`config.mk`:
```
export PLATFORM = sky130hd
export DESIGN_NAME = sct_front
export DESIGN_NICKNAME = d
export VERILOG_FILES = /design/src/sv/sct_pkg.sv /design/src/sv/sct_front.sv
export SDC_FILE = /design/constraint.sdc
export NUM_CORES = 2
export LEC_CHECK = 0
export BUFFER_PORTS_ARGS = -buffer_cell sky130_fd_sc_hd__buf_2
export CAP_MARGIN = 25
export CORE_ASPECT_RATIO = 1.75
export CORE_UTILIZATION = 45
export DETAILED_ROUTE_END_ITERATION = 10
export RECOVER_POWER = 25
export SLEW_MARGIN = 20
export SYNTH_ARGS = -nofsm -noshare
export SYNTH_HDL_FRONTEND = slang
export SYNTH_SLANG_ARGS = --single-unit
```
`constraint.sdc`:
```
create_clock -name clk -period 17.51 [get_ports clk]
set_input_delay 0.8755 -clock clk [delete_from_list [all_inputs] [get_ports clk]]
set_output_delay 0.8755 -clock clk [all_outputs]
set_load 0.01 [all_outputs]
```
`src/sv/sct_pkg.sv`:
```
// shared types and constants for the degree-input sine/cosine series pipeline
`default_nettype none

package sct_pkg;

	// default number of series terms
	localparam int TERMS_DEF = 26;

	// field widths
	localparam int ANG_W = 19;
	localparam int VAL_W = 32;
	localparam int MAG_W = 18;

	// internal widths: radians and series terms in Q.46, accumulator in Q17.46
	localparam int FRAC_W = 46;
	localparam int X_W    = 50;
	localparam int T_W    = 64;
	localparam int ACC_W  = 64;

	// cell index bound: cell numbers stay below 2^NUM_W
	localparam int NUM_W  = 6;
	localparam int QUO_SH = X_W + NUM_W;

	// operand split points of the wide multipliers
	localparam int DIV_LW = 29;
	localparam int MUL_LW = 32;

	// kind codes
	localparam logic KIND_SIN = 1'b0;
	localparam logic KIND_COS = 1'b1;

	// angle clamp, plus or minus 720 degrees in Q10.8
	localparam logic signed [ANG_W-1:0] ANG_MAX = ANG_W'(184320);
	localparam logic signed [ANG_W-1:0] ANG_MIN = ANG_W'(-184320);

	// degrees to radians: x = (mag * pi_q44 + 5760) / 11520, with 11520 = 45 * 256
	localparam int PI_W     = 46;
	localparam logic [PI_W-1:0] PI_Q44 = 46'h3243F6A8885A;
	localparam int RAD_DEN  = 11520;
	localparam int RQ_W     = 33;
	localparam int RR_W     = 14;
	localparam logic [RQ_W-1:0] RAD_Q = RQ_W'(PI_Q44 / PI_W'(RAD_DEN));
	localparam logic [RR_W-1:0] RAD_R = RR_W'(PI_Q44 % PI_W'(RAD_DEN));
	localparam int LO_W     = 32;
	localparam logic [LO_W-1:0] RAD_HALF = LO_W'(5760);
	localparam int DEN_SH   = 8;
	localparam int W_W      = LO_W - DEN_SH;
	localparam logic [W_W-1:0] DEN_ODD = W_W'(45);
	localparam int RCP_SH   = 29;
	localparam logic [W_W-1:0] RCP_ODD = W_W'((64'd1 << RCP_SH) / 64'd45);
	localparam int Q0_W     = 2 * W_W - RCP_SH;

	// term constants
	localparam logic [T_W-1:0] ONE_Q46   = T_W'(64'd1 << FRAC_W);
	localparam logic [T_W-1:0] HALF_Q46  = T_W'(64'd1 << (FRAC_W - 1));
	localparam logic [T_W-1:0] TERM_SAT  = T_W'((64'd1 << 62) - 64'd1);

	// output rounding: offset by 2^62 plus half an output lsb, then drop 16 bits
	localparam int OUT_SH = 16;
	localparam int RU_W   = ACC_W - OUT_SH;
	localparam logic [ACC_W-1:0] RND_OFS = (64'd1 << 62) + (64'd1 << 15);
	localparam logic [RU_W-1:0]  RU_HI   = RU_W'((64'd1 << 46) + (64'd1 << 30));
	localparam logic [RU_W-1:0]  RU_LO   = RU_W'((64'd1 << 46) - (64'd1 << 30));
	localparam logic signed [VAL_W-1:0] VAL_ONE  = 32'sh4000_0000;
	localparam logic signed [VAL_W-1:0] VAL_MONE = 32'shC000_0000;

	// control that travels with each word
	typedef struct packed {
		logic valid;
		logic kind;
		logic neg;
	} sct_ctl_t;

endpackage

`default_nettype wire

```
`src/sv/sct_front.sv`:
```
// angle clamp and degree to radian conversion ahead of the term chain
`default_nettype none

module sct_front (
	input  logic                                clk,
	input  logic                                arst_n,
	input  logic                                adv,
	input  logic                                in_valid,
	input  logic                                kind,
	input  logic signed [sct_pkg::ANG_W-1:0]    angle_deg,
	output logic [sct_pkg::X_W-1:0]             x_out,
	output sct_pkg::sct_ctl_t                   ctl_out
);
	import sct_pkg::*;

	localparam int HI_W = MAG_W + RQ_W;

	logic signed [ANG_W-1:0] ang_c;
	logic [ANG_W-1:0]        mag_w;
	logic [HI_W-1:0]         hi_p;
	logic [LO_W-1:0]         lo_p;
	logic [W_W-1:0]          w_p;
	logic [Q0_W-1:0]         q0_p;
	logic [W_W-1:0]          rem_p;
	logic                    corr;

	logic [MAG_W-1:0]        mag_s1;
	logic [X_W-1:0]          hi_s2, hi_s3, hi_s4;
	logic [LO_W-1:0]         lo_s2;
	logic [W_W-1:0]          w_s3, w_s4;
	logic [2*W_W-1:0]        wm_s3;
	logic [Q0_W-1:0]         q0_s4;
	logic [W_W-1:0]          qm_s4;
	logic [X_W-1:0]          x_s5;
	sct_ctl_t                ctl_s1, ctl_s2, ctl_s3, ctl_s4, ctl_s5;
	sct_ctl_t                ctl_s6, ctl_s7, ctl_s8, ctl_s9;

	// clamp and magnitude
	always_comb begin
		if (angle_deg > ANG_MAX) begin
			ang_c = ANG_MAX;
		end else if (angle_deg < ANG_MIN) begin
			ang_c = ANG_MIN;
		end else begin
			ang_c = angle_deg;
		end
		mag_w = ang_c[ANG_W-1] ? ANG_W'(-ang_c) : ANG_W'(ang_c);
	end

	// integer part of pi/180 scaling and the remainder term
	assign hi_p = HI_W'(mag_s1) * HI_W'(RAD_Q);
	assign lo_p = LO_W'(mag_s1) * LO_W'(RAD_R) + RAD_HALF;

	// remainder divided by 11520: drop 8 bits, then reciprocal of 45
	assign w_p  = lo_s2[LO_W-1:DEN_SH];
	assign q0_p = wm_s3[2*W_W-1:RCP_SH];
	assign rem_p = w_s4 - qm_s4;
	assign corr  = (rem_p >= DEN_ODD);

	// control, with four extra stages so x leads the term by the divider depth
	always_ff @(posedge clk or negedge arst_n) begin
		if (!arst_n) begin
			ctl_s1 <= '0;
			ctl_s2 <= '0;
			ctl_s3 <= '0;
			ctl_s4 <= '0;
			ctl_s5 <= '0;
			ctl_s6 <= '0;
			ctl_s7 <= '0;
			ctl_s8 <= '0;
			ctl_s9 <= '0;
		end else if (adv) begin
			ctl_s1 <= '{valid: in_valid, kind: kind, neg: ang_c[ANG_W-1]};
			ctl_s2 <= ctl_s1;
			ctl_s3 <= ctl_s2;
			ctl_s4 <= ctl_s3;
			ctl_s5 <= ctl_s4;
			ctl_s6 <= ctl_s5;
			ctl_s7 <= ctl_s6;
			ctl_s8 <= ctl_s7;
			ctl_s9 <= ctl_s8;
		end
	end

	// radian datapath
	always_ff @(posedge clk) begin
		if (adv) begin
			mag_s1 <= mag_w[MAG_W-1:0];
			hi_s2  <= hi_p[X_W-1:0];
			lo_s2  <= lo_p;
			hi_s3  <= hi_s2;
			w_s3   <= w_p;
			wm_s3  <= (2*W_W)'(w_p) * (2*W_W)'(RCP_ODD);
			hi_s4  <= hi_s3;
			w_s4   <= w_s3;
			q0_s4  <= q0_p;
			qm_s4  <= W_W'(W_W'(q0_p) * DEN_ODD);
			x_s5   <= hi_s4 + X_W'(q0_s4) + X_W'(corr);
		end
	end

	assign x_out   = x_s5;
	assign ctl_out = ctl_s9;

endmodule

`default_nettype wire

```
==> results.json <==
{
  "htree_levels": 2,
  "crit_fanout": 10,
  "first_pass_iters": 5,
  "worstSetupStartpointType": "flop",
  "final_hold_viol_count": 0,
  "seq_area_sq_um": 11000,
  "seq_area_frac_synth": 0.303,
  "synth_edf_count": 344,
  "synth.most_common_cell": "inv_1",
  "synth_cell_types": 91,
  "ys_seq_elements": 371,
  "netlist_area_sq_um": 36300,
  "cap_violations": 1,
  "clock_sinks": 371,
  "crit_type": "reg2reg",
  "fin_crit_sh": 0.421,
  "critPathArrivalTime_ps": 7740,
  "tightest_slew_ps": 4840,
  "syn-instance-count": 3220,
  "cp_data_required_time_ps": 17880,
  "post_cts_buffers": 0,
  "gr-total-overflow": 0,
  "n_antenna_cell": 0,
  "clockBufferDepth": 3,
  "route.detailed.drc": 0,
  "port_buffers": 76,
  "syn_to_final_growth_pct": 8.42,
  "cts_made_buffers": 38,
  "syn_nets": 4197,
  "rr_startpoint": "mag_s1[4]$_DFFE_PP_",
  "clk_latency_ps": 590,
  "fp.coreArea_sq_um": 79700,
  "rrSetupSlack_ps": 10140,
  "multiInputGateArea_sq_um": 22200,
  "r2r-end": "hi_s2[46]$_DFFE_PP_",
  "fin_crit_ps": 7370,
  "via_count": 23100,
  "first_global_vias": 25600,
  "slew_violations": 93,
  "slew_headroom": -2.23,
  "finalSetupViolations": 0,
  "row_count": 137,
  "fin_nets": 4304,
  "drive_gt1_frac": 0.0644,
  "wl_per_cell_um": 20.8,
  "maxClockFrequency_ghz": 0.136,
  "r2r_cells": 19,
  "skew_ps": 31.0,
  "ant_nets": 0,
  "synth_top_cells_by_area": "edfxtp_1 (28%), fa_1 (24%), ha_1 (18%)",
  "ctsHoldBuffers": 0,
  "die_y_um": 378,
  "cp-end-kind": "flop",
  "post_cts_resized": 0,
  "fin_tns_setup_ps": 0,
  "yosys_most_used_dff": "edfxtp_1",
  "ios": 77,
  "async_flop_share": 0.0728,
  "grtUsageTotal": 0.233,
  "yosys.area.top_type": "edfxtp_1",
  "grt_pass1_wl_um": 141000,
  "cp-startpoint": "mag_s1[4]$_DFFE_PP_",
  "crit_end": "hi_s2[46]$_DFFE_PP_",
  "antenna_found_initial": 0,
  "synth_top_area_share": 0.285,
  "fill_cells": 7391,
  "hold_class": "reg2reg",
  "ys_warn_count": 0,
  "avgSynthCellArea_sq_um": 11.3,
  "vias_per_cell": 5.26,
  "yosys-top-cells-count": "inv_1 (787), ha_1 (521), fa_1 (432), edfxtp_1 (344)",
  "grt_max_degree": 93,
  "fp.dieW_um": 217,
  "cts_tree": "yes",
  "hold_depth": 0,
  "hpwl_um": 78200,
  "start_util": 0.455,
  "cts_root_buf": "clkbuf_16",
  "status": "complete, but fails checks",
  "violations": "capacitance limit, slew limit",
  "postRouteWirelength_um": 91600,
  "die-area_sq_um": 81800,
  "initialDrtViolationCount": 1001,
  "path_clk_slew_ps": 60,
  "gp_congestion": 0.978,
  "rsz0062_at_grt": "false"
}
==> worst max-delay path, cell delays in order, from the launching register on <==
cell and delay, ps:
edfxtp_1 700, inv_1 260, fa_1 660, inv_1 180, fa_1 560, fa_1 580, inv_1 60, fa_1 490
fa_1 490, inv_1 50, fa_1 430, ha_1 410, and3_1 270, and4_1 330, o21ai_0 290, a31oi_1 280
nor2_1 140, a211oi_1 360, o21ai_0 260, o311ai_0 370
==> flip-flops by register name (all words and copies together) (netlist names), 18 cells and up <==
signal and cells:
q0_s4 19, lo_s2 22, wm_s3 20, qm_s4 22
hi_s3 50, w_s3 21, x_out 50, hi_s4 50
hi_s2 50, mag_s1 18, w_s4 22
==> layout by cell type (no fill, tap or decap), types with 6 or more instances in the layout <==
master,synthesis,layout
xnor2_1,117,117
dfrtp_1,27,27
o211ai_1,13,13
nand2b_1,22,22
a211oi_1,11,11
or3_1,14,14
o2111ai_1,10,10
inv_1,787,787
o31ai_1,11,11
fa_1,432,432
nor2_1,119,119
buf_4,2,14
and2_1,9,9
buf_2,4,74
ha_1,521,521
o21bai_1,14,14
a31oi_1,15,15
xor2_1,58,58
edfxtp_1,344,344
a21oi_1,119,119
clkbuf_1,16,10
o21ai_1,8,7
or2_2,9,9
mux2_2,27,27
nand3_1,49,49
clkbuf_16,0,40
a21o_1,49,49
nand2_1,87,87
a2111oi_0,6,6
o21ai_0,66,66
o21a_1,21,21
nor3_1,31,31
nor4_1,6,6
nor2b_1,21,21
nand4_1,22,22
and3_1,31,31
o22ai_1,7,7
==> how the worst min path moves through the flow <==
stage                                 end           startpoint  slack, ps
floorplan              hi_s3[0]$_DFFE_PP_   hi_s2[0]$_DFFE_PP_        400
global placement      hi_s3[20]$_DFFE_PP_  hi_s2[20]$_DFFE_PP_        400
detailed placement    hi_s3[19]$_DFFE_PP_  hi_s2[19]$_DFFE_PP_        400
CTS                 ctl_s8[1]$_DFFE_PN0P_               arst_n        280
global route           hi_s4[9]$_DFFE_PP_   hi_s3[9]$_DFFE_PP_        400
finish                hi_s4[11]$_DFFE_PP_  hi_s3[11]$_DFFE_PP_        400
==> cell type report <==
cell class,instances,area share
multi-input cells,2033,0.564
flip-flops and latches,371,0.280
inverters,787,0.0751
well taps,1042,0.0331
clock buffers,48,0.0268
repair buffers,96,0.0147
clock inverters,21,0.00645
==> metrics by stage <==
step                hold slack (ps)  setup WS, ps  cell area, sq um   util  cells
CTS                             279         10170             39300  0.493   4396
global route                    398          9730             39400  0.494   4398
global placement                402         10300             38000  0.477   4326
floorplan                       400         11060             36300      -   3220
detailed placement              405         10200             38000  0.477   4327
finish                          399         10140             39400  0.494   4398
==> cell families after synthesis <==
logic type               share of synthesized area
buffers and inverters                       0.0851
multiplexers                               0.00920
XOR/XNOR                                    0.0422
flip-flops                                   0.303
adder cells (fa/ha/maj)                      0.418
AND/OR/NAND/NOR                             0.0623
AO/OA/AOI/OAI                               0.0800
==> per-layer routing <==
metal / share of wire / wire, um / track usage
met1: 0.32 / 29600 / 0.209
met2: 0.57 / 52600 / 0.474
met3: 0.023 / 2080 / 0.0218
met4: 0.080 / 7340 / 0.164
met5: 0 / 0 / 0
Power is not shown: default switching activity piles up to over one toggle a cycle in this logic, so the estimate is an artifact.
